File: src/rtl/core/sfcs_pkg.sv
// shared types and codes of the spi flash command sequencer
`timescale 1ns / 1ps

package sfcs_pkg;

    localparam int LEN_W = 25;
    localparam int IN_ADDR_W = 24;

    // input beat actions
    localparam logic [1:0] ACT_COMMAND = 2'd0;
    localparam logic [1:0] ACT_WRITE   = 2'd1;
    localparam logic [1:0] ACT_REPLY   = 2'd2;

    // host commands
    localparam logic [2:0] CMD_READ_ID      = 3'd0;
    localparam logic [2:0] CMD_WRITE        = 3'd1;
    localparam logic [2:0] CMD_SECTOR_ERASE = 3'd2;
    localparam logic [2:0] CMD_BLOCK_ERASE  = 3'd3;
    localparam logic [2:0] CMD_CHIP_ERASE   = 3'd4;
    localparam logic [2:0] CMD_READ         = 3'd5;

    // result kinds
    localparam logic [2:0] KIND_SPI     = 3'd0;
    localparam logic [2:0] KIND_RELEASE = 3'd1;
    localparam logic [2:0] KIND_READ    = 3'd2;
    localparam logic [2:0] KIND_ID      = 3'd3;
    localparam logic [2:0] KIND_WANT    = 3'd4;
    localparam logic [2:0] KIND_DONE    = 3'd5;

    // register indexes
    localparam logic [2:0] REG_READ_ID      = 3'd0;
    localparam logic [2:0] REG_WRITE_ENABLE = 3'd1;
    localparam logic [2:0] REG_READ_STATUS  = 3'd2;
    localparam logic [2:0] REG_PAGE_PROGRAM = 3'd3;
    localparam logic [2:0] REG_SECTOR_ERASE = 3'd4;
    localparam logic [2:0] REG_BLOCK_ERASE  = 3'd5;
    localparam logic [2:0] REG_CHIP_ERASE   = 3'd6;
    localparam logic [2:0] REG_READ_DATA    = 3'd7;

    localparam logic [7:0] DUMMY_BYTE = 8'hFF;

    typedef enum logic [8:0] {
        PH_IDLE    = 9'b000000001,
        PH_WREN    = 9'b000000010,
        PH_ADDR    = 9'b000000100,
        PH_WANT    = 9'b000001000,
        PH_DATA    = 9'b000010000,
        PH_POLL_OP = 9'b000100000,
        PH_POLL    = 9'b001000000,
        PH_READ    = 9'b010000000,
        PH_ID      = 9'b100000000
    } phase_t;

    typedef struct packed {
        logic [2:0]  kind;
        logic [7:0]  spi_byte;
        logic [7:0]  host_byte;
        logic [7:0]  maker_id;
        logic [15:0] device_id;
        logic        last;
    } result_t;

endpackage

File: src/rtl/core/spi_flash_command_sequencer_top.sv
// spi nor flash command sequencer: host commands to flash byte sequences
// an accepted beat is registered in the input register, then its results in the result buffer
// throughput: 1 beat per cycle where each beat gives one result and m_ready is high; a
// beat with more results holds the input side until its last is taken (3-entry result buffer)
// reset: aresetn synchronous active low, phase idle, opcodes to standard values
`timescale 1ns / 1ps

module spi_flash_command_sequencer_top
    import sfcs_pkg::*;
#(
    parameter int PAGE_BYTES   = 256,
    parameter int ADDRESS_BITS = 24
) (
    input  logic                 aclk,
    input  logic                 aresetn,
    input  logic                 psel,
    input  logic                 penable,
    input  logic                 pwrite,
    input  logic [4:0]           paddr,
    input  logic [31:0]          pwdata,
    output logic [31:0]          prdata,
    output logic                 pready,
    input  logic                 s_valid,
    output logic                 s_ready,
    input  logic [1:0]           s_action,
    input  logic [2:0]           s_command,
    input  logic [IN_ADDR_W-1:0] s_address,
    input  logic [LEN_W-1:0]     s_length,
    input  logic [7:0]           s_data_byte,
    output logic                 m_valid,
    input  logic                 m_ready,
    output logic [2:0]           m_kind,
    output logic [7:0]           m_spi_byte,
    output logic [7:0]           m_host_byte,
    output logic [7:0]           m_maker_id,
    output logic [15:0]          m_device_id,
    output logic                 m_last
);

    // page size is a power of two
    localparam int PAGE_BITS  = $clog2(PAGE_BYTES);
    localparam int PL_W       = PAGE_BITS + 1;
    localparam int ADDR_BYTES = (ADDRESS_BITS + 7) / 8;
    localparam int AB_IDX_W   = (ADDR_BYTES > 1) ? $clog2(ADDR_BYTES) : 1;

    // configuration registers
    logic [7:0] op_read_id_reg, op_wren_reg, op_status_reg, op_program_reg;
    logic [7:0] op_sector_reg, op_block_reg, op_chip_reg, op_read_reg;
    logic       cfg_write;
    logic [7:0] cfg_rd;

    assign pready    = 1'b1;
    assign cfg_write = psel && penable && pwrite;

    always_ff @(posedge aclk) begin
        if (!aresetn) begin
            op_read_id_reg <= 8'h9F;
            op_wren_reg    <= 8'h06;
            op_status_reg  <= 8'h05;
            op_program_reg <= 8'h02;
            op_sector_reg  <= 8'h20;
            op_block_reg   <= 8'hD8;
            op_chip_reg    <= 8'hC7;
            op_read_reg    <= 8'h03;
        end else if (cfg_write) begin
            unique case (paddr[4:2])
                REG_READ_ID:      op_read_id_reg <= pwdata[7:0];
                REG_WRITE_ENABLE: op_wren_reg    <= pwdata[7:0];
                REG_READ_STATUS:  op_status_reg  <= pwdata[7:0];
                REG_PAGE_PROGRAM: op_program_reg <= pwdata[7:0];
                REG_SECTOR_ERASE: op_sector_reg  <= pwdata[7:0];
                REG_BLOCK_ERASE:  op_block_reg   <= pwdata[7:0];
                REG_CHIP_ERASE:   op_chip_reg    <= pwdata[7:0];
                REG_READ_DATA:    op_read_reg    <= pwdata[7:0];
                default: ;
            endcase
        end
    end

    always_comb begin
        unique case (paddr[4:2])
            REG_READ_ID:      cfg_rd = op_read_id_reg;
            REG_WRITE_ENABLE: cfg_rd = op_wren_reg;
            REG_READ_STATUS:  cfg_rd = op_status_reg;
            REG_PAGE_PROGRAM: cfg_rd = op_program_reg;
            REG_SECTOR_ERASE: cfg_rd = op_sector_reg;
            REG_BLOCK_ERASE:  cfg_rd = op_block_reg;
            REG_CHIP_ERASE:   cfg_rd = op_chip_reg;
            REG_READ_DATA:    cfg_rd = op_read_reg;
            default:          cfg_rd = 8'h00;
        endcase
    end

    assign prdata = {24'd0, cfg_rd};

    // input register
    logic                 in_valid_reg;
    logic [1:0]           in_action_reg;
    logic [2:0]           in_command_reg;
    logic [IN_ADDR_W-1:0] in_address_reg;
    logic [LEN_W-1:0]     in_length_reg;
    logic [7:0]           in_data_reg;
    logic                 consume;

    // sequencer state
    phase_t                  phase_reg, phase_next;
    logic [2:0]              cmd_reg, cmd_next;
    logic [ADDRESS_BITS-1:0] addr_reg, addr_next;
    logic [LEN_W-1:0]        rem_reg, rem_next;
    logic [PL_W-1:0]         page_left_reg, page_left_next;
    logic [2:0]              step_reg, step_next;
    logic [23:0]             id_reg, id_next;

    // result buffer
    result_t    res_buf_reg [3];
    logic [1:0] buf_cnt_reg, buf_idx_reg;
    logic       buf_free, out_pop;

    result_t                   res [3];
    logic [1:0]                res_n;
    logic [ADDRESS_BITS-1:0]   addr_in;
    logic [PL_W-1:0]           room_in, room_cur, page_in, page_cur;
    logic [2:0]                addr_count, step_inc;
    logic [AB_IDX_W-1:0]       byte_sel;
    logic [ADDR_BYTES*8-1:0]   addr_ext;
    logic [ADDR_BYTES-1:0][7:0] addr_bytes;
    logic [7:0]                erase_op;
    logic [LEN_W-1:0]          rem_dec;
    logic [23:0]               id_shift;

    assign m_valid  = (buf_cnt_reg != 2'd0);
    assign out_pop  = m_valid && m_ready;
    assign buf_free = (buf_cnt_reg == 2'd0) || (out_pop && (buf_idx_reg == buf_cnt_reg - 2'd1));
    assign consume  = in_valid_reg && buf_free;
    assign s_ready  = !in_valid_reg || consume;

    always_ff @(posedge aclk) begin
        if (!aresetn) begin
            in_valid_reg <= 1'b0;
        end else if (s_ready) begin
            in_valid_reg <= s_valid;
        end
    end

    always_ff @(posedge aclk) begin
        if (s_valid && s_ready) begin
            in_action_reg  <= s_action;
            in_command_reg <= s_command;
            in_address_reg <= s_address;
            in_length_reg  <= s_length;
            in_data_reg    <= s_data_byte;
        end
    end

    // page room from an address, clipped to the bytes still to write
    assign addr_in  = ADDRESS_BITS'(32'(in_address_reg));
    assign room_in  = PL_W'(PAGE_BYTES) - PL_W'(addr_in[PAGE_BITS-1:0]);
    assign room_cur = PL_W'(PAGE_BYTES) - PL_W'(addr_reg[PAGE_BITS-1:0]);
    assign page_in  = (in_length_reg < LEN_W'(room_in)) ? PL_W'(in_length_reg) : room_in;
    assign page_cur = (rem_reg < LEN_W'(room_cur)) ? PL_W'(rem_reg) : room_cur;

    // address bytes go out most significant first
    assign addr_count = (cmd_reg == CMD_CHIP_ERASE) ? 3'd0 : 3'(ADDR_BYTES);
    assign byte_sel   = AB_IDX_W'(3'(ADDR_BYTES - 1) - step_reg);
    assign addr_ext   = (ADDR_BYTES * 8)'(addr_reg);
    assign addr_bytes = addr_ext;
    assign rem_dec    = rem_reg - LEN_W'(1);
    assign step_inc   = step_reg + 3'd1;
    assign id_shift   = {id_reg[15:0], in_data_reg};

    always_comb begin
        case (cmd_reg)
            CMD_SECTOR_ERASE: erase_op = op_sector_reg;
            CMD_BLOCK_ERASE:  erase_op = op_block_reg;
            CMD_CHIP_ERASE:   erase_op = op_chip_reg;
            default:          erase_op = op_program_reg;
        endcase
    end

    always_comb begin
        phase_next     = phase_reg;
        cmd_next       = cmd_reg;
        addr_next      = addr_reg;
        rem_next       = rem_reg;
        page_left_next = page_left_reg;
        step_next      = step_reg;
        id_next        = id_reg;
        res_n          = 2'd0;
        for (int i = 0; i < 3; i++) begin
            res[i] = '0;
        end

        unique case (phase_reg)
            PH_IDLE: begin
                if (in_action_reg == ACT_COMMAND) begin
                    cmd_next  = in_command_reg;
                    addr_next = addr_in;
                    rem_next  = in_length_reg;
                    step_next = 3'd0;
                    res_n     = 2'd1;
                    case (in_command_reg) inside
                        CMD_READ_ID: begin
                            id_next          = 24'd0;
                            res[0].kind      = KIND_SPI;
                            res[0].spi_byte  = op_read_id_reg;
                            phase_next       = PH_ID;
                        end
                        CMD_WRITE: begin
                            if (in_length_reg == '0) begin
                                res[0].kind = KIND_DONE;
                            end else begin
                                page_left_next  = page_in;
                                res[0].kind     = KIND_SPI;
                                res[0].spi_byte = op_wren_reg;
                                phase_next      = PH_WREN;
                            end
                        end
                        CMD_SECTOR_ERASE, CMD_BLOCK_ERASE, CMD_CHIP_ERASE: begin
                            res[0].kind     = KIND_SPI;
                            res[0].spi_byte = op_wren_reg;
                            phase_next      = PH_WREN;
                        end
                        CMD_READ: begin
                            res[0].kind     = KIND_SPI;
                            res[0].spi_byte = op_read_reg;
                            phase_next      = PH_ADDR;
                        end
                        default: res[0].kind = KIND_DONE;
                    endcase
                end
            end
            PH_WANT: begin
                if (in_action_reg == ACT_WRITE) begin
                    res_n           = 2'd1;
                    res[0].kind     = KIND_SPI;
                    res[0].spi_byte = in_data_reg;
                    phase_next      = PH_DATA;
                end
            end
            PH_ID: begin
                if (in_action_reg == ACT_REPLY) begin
                    if (step_reg == 3'd0) begin
                        step_next       = 3'd1;
                        res_n           = 2'd1;
                        res[0].kind     = KIND_SPI;
                        res[0].spi_byte = DUMMY_BYTE;
                    end else begin
                        id_next   = id_shift;
                        step_next = step_inc;
                        if (step_inc < 3'd4) begin
                            res_n           = 2'd1;
                            res[0].kind     = KIND_SPI;
                            res[0].spi_byte = DUMMY_BYTE;
                        end else begin
                            res_n            = 2'd3;
                            res[0].kind      = KIND_RELEASE;
                            res[1].kind      = KIND_ID;
                            res[1].maker_id  = id_shift[23:16];
                            res[1].device_id = id_shift[15:0];
                            res[2].kind      = KIND_DONE;
                            phase_next       = PH_IDLE;
                            step_next        = 3'd0;
                        end
                    end
                end
            end
            PH_WREN: begin
                if (in_action_reg == ACT_REPLY) begin
                    res_n           = 2'd2;
                    res[0].kind     = KIND_RELEASE;
                    res[1].kind     = KIND_SPI;
                    res[1].spi_byte = erase_op;
                    step_next       = 3'd0;
                    phase_next      = PH_ADDR;
                end
            end
            PH_ADDR: begin
                if (in_action_reg == ACT_REPLY) begin
                    if (step_reg < addr_count) begin
                        res_n           = 2'd1;
                        res[0].kind     = KIND_SPI;
                        res[0].spi_byte = addr_bytes[byte_sel];
                        step_next       = step_inc;
                    end else if (cmd_reg == CMD_WRITE) begin
                        res_n       = 2'd1;
                        res[0].kind = KIND_WANT;
                        phase_next  = PH_WANT;
                    end else if (cmd_reg == CMD_READ) begin
                        if (rem_reg != '0) begin
                            res_n           = 2'd1;
                            res[0].kind     = KIND_SPI;
                            res[0].spi_byte = DUMMY_BYTE;
                            phase_next      = PH_READ;
                        end else begin
                            res_n       = 2'd2;
                            res[0].kind = KIND_RELEASE;
                            res[1].kind = KIND_DONE;
                            phase_next  = PH_IDLE;
                        end
                    end else begin
                        res_n           = 2'd2;
                        res[0].kind     = KIND_RELEASE;
                        res[1].kind     = KIND_SPI;
                        res[1].spi_byte = op_status_reg;
                        phase_next      = PH_POLL_OP;
                    end
                end
            end
            PH_DATA: begin
                if (in_action_reg == ACT_REPLY) begin
                    page_left_next = page_left_reg - PL_W'(1);
                    rem_next       = rem_dec;
                    addr_next      = addr_reg + ADDRESS_BITS'(1);
                    if (page_left_reg != PL_W'(1)) begin
                        res_n       = 2'd1;
                        res[0].kind = KIND_WANT;
                        phase_next  = PH_WANT;
                    end else begin
                        res_n           = 2'd2;
                        res[0].kind     = KIND_RELEASE;
                        res[1].kind     = KIND_SPI;
                        res[1].spi_byte = op_status_reg;
                        phase_next      = PH_POLL_OP;
                    end
                end
            end
            PH_POLL_OP: begin
                if (in_action_reg == ACT_REPLY) begin
                    res_n           = 2'd1;
                    res[0].kind     = KIND_SPI;
                    res[0].spi_byte = DUMMY_BYTE;
                    phase_next      = PH_POLL;
                end
            end
            PH_POLL: begin
                if (in_action_reg == ACT_REPLY) begin
                    if (in_data_reg[0]) begin
                        // still busy
                        res_n           = 2'd1;
                        res[0].kind     = KIND_SPI;
                        res[0].spi_byte = DUMMY_BYTE;
                    end else if (cmd_reg == CMD_WRITE && rem_reg != '0) begin
                        page_left_next  = page_cur;
                        res_n           = 2'd2;
                        res[0].kind     = KIND_RELEASE;
                        res[1].kind     = KIND_SPI;
                        res[1].spi_byte = op_wren_reg;
                        phase_next      = PH_WREN;
                    end else begin
                        res_n       = 2'd2;
                        res[0].kind = KIND_RELEASE;
                        res[1].kind = KIND_DONE;
                        phase_next  = PH_IDLE;
                    end
                end
            end
            PH_READ: begin
                if (in_action_reg == ACT_REPLY) begin
                    res[0].kind      = KIND_READ;
                    res[0].host_byte = in_data_reg;
                    rem_next         = rem_dec;
                    addr_next        = addr_reg + ADDRESS_BITS'(1);
                    if (rem_dec != '0) begin
                        res_n           = 2'd2;
                        res[1].kind     = KIND_SPI;
                        res[1].spi_byte = DUMMY_BYTE;
                    end else begin
                        res_n       = 2'd3;
                        res[1].kind = KIND_RELEASE;
                        res[2].kind = KIND_DONE;
                        phase_next  = PH_IDLE;
                    end
                end
            end
            default: phase_next = PH_IDLE;
        endcase

        for (int i = 0; i < 3; i++) begin
            res[i].last = (2'(i) == res_n - 2'd1);
        end
    end

    always_ff @(posedge aclk) begin
        if (!aresetn) begin
            phase_reg     <= PH_IDLE;
            cmd_reg       <= '0;
            addr_reg      <= '0;
            rem_reg       <= '0;
            page_left_reg <= '0;
            step_reg      <= '0;
            id_reg        <= '0;
        end else if (consume) begin
            phase_reg     <= phase_next;
            cmd_reg       <= cmd_next;
            addr_reg      <= addr_next;
            rem_reg       <= rem_next;
            page_left_reg <= page_left_next;
            step_reg      <= step_next;
            id_reg        <= id_next;
        end
    end

    always_ff @(posedge aclk) begin
        if (!aresetn) begin
            buf_cnt_reg <= 2'd0;
            buf_idx_reg <= 2'd0;
        end else if (consume) begin
            buf_cnt_reg <= res_n;
            buf_idx_reg <= 2'd0;
        end else if (out_pop) begin
            if (buf_idx_reg == buf_cnt_reg - 2'd1) begin
                buf_cnt_reg <= 2'd0;
                buf_idx_reg <= 2'd0;
            end else begin
                buf_idx_reg <= buf_idx_reg + 2'd1;
            end
        end
    end

    always_ff @(posedge aclk) begin
        if (consume) begin
            for (int i = 0; i < 3; i++) begin
                res_buf_reg[i] <= res[i];
            end
        end
    end

    assign m_kind      = res_buf_reg[buf_idx_reg].kind;
    assign m_spi_byte  = res_buf_reg[buf_idx_reg].spi_byte;
    assign m_host_byte = res_buf_reg[buf_idx_reg].host_byte;
    assign m_maker_id  = res_buf_reg[buf_idx_reg].maker_id;
    assign m_device_id = res_buf_reg[buf_idx_reg].device_id;
    assign m_last      = res_buf_reg[buf_idx_reg].last;

endmodule

File: config.mk
export PLATFORM = sky130hd
export DESIGN_NAME = spi_flash_command_sequencer_top
export DESIGN_NICKNAME = d
export VERILOG_FILES = /design/src/rtl/core/sfcs_pkg.sv /design/src/rtl/core/spi_flash_command_sequencer_top.sv
export SDC_FILE = /design/constraint.sdc
export NUM_CORES = 1
export LEC_CHECK = 0
export BUFFER_PORTS_ARGS = -buffer_cell sky130_fd_sc_hd__buf_2
export CAP_MARGIN = 25
export CORE_AREA = 8 8 179 164
export DETAILED_ROUTE_END_ITERATION = 6
export DIE_AREA = 0 0 187 172
export GPL_TIMING_DRIVEN = 1
export PLACE_DENSITY = 0.81
export SYNTH_ARGS = -nofsm -noshare
export SYNTH_HDL_FRONTEND = slang
export SYNTH_SLANG_ARGS = --single-unit
File: constraint.sdc
create_clock -name aclk -period 9.2 [get_ports aclk]
set_input_delay 1.84 -clock aclk [delete_from_list [all_inputs] [get_ports aclk]]
set_output_delay 1.84 -clock aclk [all_outputs]
set_load 0.01 [all_outputs]
Word-level counts from Yosys, hierarchy flattened
Memory sizes are Yosys's and may differ from the RTL's. A register that Yosys moved wholly into a read port is not among the register bits.
Cells that the tools add are included.
- muxes and demuxes: 154
- order comparisons: 5
- bitwise logic cells: 1
- equality and inequality tests: 55
- $add $sub $neg: 10
- reduce and logical (&&, ||, !) cells: 44
- operators with widths (kind ; number):
    $mux 9 ; 35
    $mux 8 ; 22
    $mux 24 ; 6
    $mux 11 ; 8
    $pmux 9 s9 ; 1
    $mux 3 ; 24
    $mux 16 ; 4
    $pmux 8 s8 ; 1
    $mux 2 ; 26
    $lt 25x9->1 ; 2
    $mux 25 ; 2
    $pmux 25 s2 ; 1
    $reduce_bool 25->1 ; 2
    $pmux 24 s2 ; 1
    $pmux 8 s6 ; 1
    $ne 2x2->1 const B ; 20
    $pmux 8 s5 ; 1
    $pmux 16 s2 ; 1
    $pmux 3 s9 ; 1
    $pmux 9 s3 ; 1
    $logic_not 25->1 ; 1
    $sub 25x1->25 const B ; 1
    $add 24x1->24 const B ; 1
    $eq 3x3->1 const B ; 8
    other kinds (55) ; 98
- bits in writable memories: 132
- register bits: 220
- memories kept: 1
- output and inout bits: 79
- word-level logic and storage cells: 293
- memory list (memory ; depth ; bits a word ; rd ports ; clocked after Yosys merged registers in ; wr ports ; line ; text):
    res_buf_reg ; 3 ; 44 ; 1 ; 1 ; 3 ; spi_flash_command_sequencer_top.sv:115 ; result_t res_buf_reg [3];

Logic depth before layout (Yosys ltp)
- depth in word-level cells: 9
- mapped depth: 15
- depth with buffers taken out: 14

Worst setup path after synthesis
OpenSTA, ideal clock, no wires.
- path kind: input to register
- from: in m_ready
- to: reg id_reg[10]
- path slack: 2640 ps
- stages on the path: 8
- arrival: 6428 ps
- setup time: 132 ps
- path buffers: 2
- cells stage by stage: a31oi_1 > nor2b_1 > o21ai_0 > or2_2 > clkbuf_1 > clkbuf_1 > nand2_1 > a21oi_1
- word-level cells in the longest chain between the ends: 5
- ends and longest elaborated chain (item ; line ; text):
    from (decl) ; spi_flash_command_sequencer_top.sv:31 ; input logic m_ready,
    $logic_and 1x1->1 ; spi_flash_command_sequencer_top.sv:132 ; assign out_pop = m_valid && m_ready;
    $logic_and 1x1->1 ; spi_flash_command_sequencer_top.sv:133 ; assign buf_free = (buf_cnt_reg == 2'd0) || (out_pop && (buf_idx_reg == buf_cnt_reg - 2'd1));
    $logic_or 1x1->1 ; spi_flash_command_sequencer_top.sv:133 ;
    $logic_and 1x1->1 ; spi_flash_command_sequencer_top.sv:134 ; assign consume = in_valid_reg && buf_free;
    via consume ; spi_flash_command_sequencer_top.sv:103 ; logic consume;
    $reduce_and 6->1 (no line) ; - ;
    to (signal assigned) ; spi_flash_command_sequencer_top.sv:399 ; id_reg <= id_next;
    to (decl) ; spi_flash_command_sequencer_top.sv:112 ; logic [23:0] id_reg, id_next;
The timed path passes the listed nets, and every way through them passes these cells.
A chain may end at the register's enable or synchronous reset.

Worst setup path after layout
- from: in paddr[2]
- to: out prdata[0]
- word-level cells in the longest chain between the ends: 2
- elaborated cells between the ends (all ways): 9
- classes of those cells: eq/ne: 7; mux: 1; reduce/logical: 1
- ends and longest elaborated chain (item ; line ; text):
    from (decl) ; spi_flash_command_sequencer_top.sv:19 ; input logic [4:0] paddr,
    $eq 3x3->1, or another cell as far along ; spi_flash_command_sequencer_top.sv:81 ; unique case (paddr[4:2])
    $pmux 8 s8 (*) ; spi_flash_command_sequencer_top.sv:81 ;
    to (decl) ; spi_flash_command_sequencer_top.sv:21 ; output logic [31:0] prdata,
Mark *: on every way between the ends. The rest lies on a longest branch, timed or not.

==> reports/metrics.cfg <==
[status]
status = completed

[floorplanning]
fp-row-count = 57
dieArea_um2 = 32160
start_util_pct = 58.82
core_area_um2 = 26460
pin_count = 185
die_w_um = 187
die_h_um = 172

[worst_setup_path]
r2r_slack_ns = 5.23
crit_path_start_kind = input port
r2r-start = rem_reg[0]
endpoint_kind = primary output
cp_max_fo = 27
criticalPathCategory = input port to primary output
rr_worst_depth = 9
startpoint = paddr[2]
crit_path_end = prdata[0]
cp_data_arrival_time_ns = 3.70
required_ns = 7.36
reg2reg_to = res_buf_reg[1][36]

[sta]
timing.final.ws_setup_ns = 3.659
finalCritPeriodShare_pct = 60.23
hold_viol = 0
clock_skew_ns = 0.01022
setup_tns_ns = 0
maxSlewHeadroom_pct = 30.25
post-route-min-period_ns = 5.541
report.final.slew_viol_count = 0
max_freq_mhz = 180.5
setup_viol = 0
tightest_slew_ns = 1.046
rsz0062_at_grt = no

[logic_synthesis]
synthesis.area_per_instance_um2 = 8.718
async_flop_share_pct = 0
yosysSeqAreaShare_pct = 43.74
synth-edff-count = 120
ys_seq_elements = 280
synthTopCellsByArea = edfxtp_1 (23%), dfxtp_1 (21%), mux2i_1 (5.3%), a21oi_1 (4.5%), nor2_1 (4.4%)
yosysWarningCount = 0
synth_largest_area_cell = edfxtp_1
yosysTopAreaCellShare_pct = 23.15
ys.flop_type = dfxtp_1
syn-instance-count = 1785
syn-cell-area_um2 = 15560
yosysUniqueCellTypes = 80

[cts]
ctsHtreeMaxLevel = 1
cts.sink_count = 280
insertion_delay_ns = 0.56
post-cts-setup-buffers = 0
cts_resized = 0
clockBufferDepth = 3
cts.clk_slew.worst_paths_ns = 0.06
cts-hold-fix-buffers = 0
cts_buffers = 30
cts_root_buffer = clkbuf_16
cts_tree = done

[hold_path]
min_from = id_reg[9]
hold_path.class = flip-flop to flip-flop

[grt]
antenna_found_initial = 0
grt_pass1_vias = 12750
grt_max_degree = 86
grt.total_usage_pct = 26.00
grt_pass1_wl_mm = 69.19
overflow = 0

[finish]
area_growth_pct = 11.11
nNetsFinal = 1971
final_area_um2 = 17290
final_common_cell = nor2_1
layout_common_cells = nor2_1 (182), nand2_1 (180), dfxtp_1 (160)
largest_reg_flops = 58
fill_cells = 2210
fin_util_pct = 65.35
diodes = 0
ff_latch_area_um2 = 6807
multi_input_area_um2 = 8003
drive_gt1_share_pct = 13.96

[pwr]
ir_worst_vdd_mv = 0.1481
p_leak_nw = 6.556
power_density_nw_per_um2 = 182.7

[placed_design]
place_area_um2 = 16250
post-place-ws_ns = 3.710
globalplace.congestion = 0.9419
numPortBuffers = 133
dp_hpwl_mm = 30.29

[drt]
drc = 0
vias = 13700
vias_per_cell = 6.183
drtAntennaViolNets = 0
first_pass_iters = 6
drtIter0Drc = 1724
wl_per_cell_um = 19.58
drt-total-wl_mm = 43.39

[job]
cap_violations = 0

[layer usage]
layer  track usage, %  vias to the layer above  share of wire [%]
met5                0                        -                  0
met4            7.692                        0                2.5
met3            4.315                       77                8.5
met2            40.49                      667                 44
met1            36.91                     6445                 45
li1                 -                     6513                  -
[kinds of logic (layout without fill, tap and decap cells)]
logic type | after synthesis | in the layout | synth area share, %
DFF | 280 | 280 | 43.74
xor gates and xnor gates | 28 | 28 | 1.576
and+or+nand+nor | 680 | 680 | 21.59
muxes | 104 | 104 | 6.930
AOI/OAI and AO/OA | 454 | 454 | 18.13
buffers and inverters | 210 | 264 | 5.821
adders and majority gates | 27 | 27 | 2.171
other | 2 | 25 | 0.04826
[cell usage after synthesis (5+ instances only)]
cell type    n
a211oi_1    11
a21o_1      11
a21oi_1    139
a221oi_1     9
a222oi_1    10
a22oi_1     17
a31oi_1     12
a41oi_1      5
and2_1      65
and3_1      20
buf_1       17
buf_2       10
buf_4       26
clkbuf_1   100
dfxtp_1    160
edfxtp_1   120
ha_1        27
inv_1       55
mux2_2      20
mux2i_1     83
nand2_1    181
nand2b_1    15
nand3_1     61
nand4_1     17
nand4b_1     6
nor2_1     183
nor2b_1     12
nor3_1      39
nor3b_1      6
nor4_1      20
o211ai_1    29
o21ai_0    124
o21ai_1      6
o22a_1       5
o22ai_1     25
o31ai_1      8
or2_2        7
or3_1       10
or4_1        9
xnor2_1     16
xor2_1      12
[critical path, stage by stage]
cell and delay (ns):
buf_2 0.46, inv_1 0.28, nor2_1 0.47, a21oi_1 0.13, o21ai_0 0.31, buf_2 0.20
[where the power goes]
part	total [mW]	switching [mW]	internal [mW]
clock network	1.22	0.506	0.710
registers	1.42	0.0681	1.35
logic	0.524	0.322	0.202
[metrics by stage]
stage                     hold slack (ns)  std cells  total power, mW
final                              0.4535       2216            3.159
after global routing               0.4726       2216            3.283
after CTS                          0.4519       2211            3.163
after detailed placement           0.4414       2155            1.954
after global placement             0.4344       2152            1.936
after floorplan                    0.4273       1808            1.809
[worst min path at each step]
stage,end,slack [ns],depth (start not counted)
floorplan,id_reg[10],0.43,2
global placement,id_reg[15],0.43,2
detailed placement,id_reg[15],0.44,2
CTS,id_reg[8],0.45,2
global route,id_reg[9],0.47,2
finish,id_reg[9],0.45,2
[cell type report]
class                           count  share of cell area (%)
Tap cell                          354                   2.562
Multi-Input combinational cell   1318                   46.28
Sequential cell                   280                   39.36
Inverter                           56                   1.216
Clock inverter                     12                  0.6006
Timing Repair Buffer              152                   4.740
Clock buffer                       44                   5.239
(Power assumes the default switching activity.)
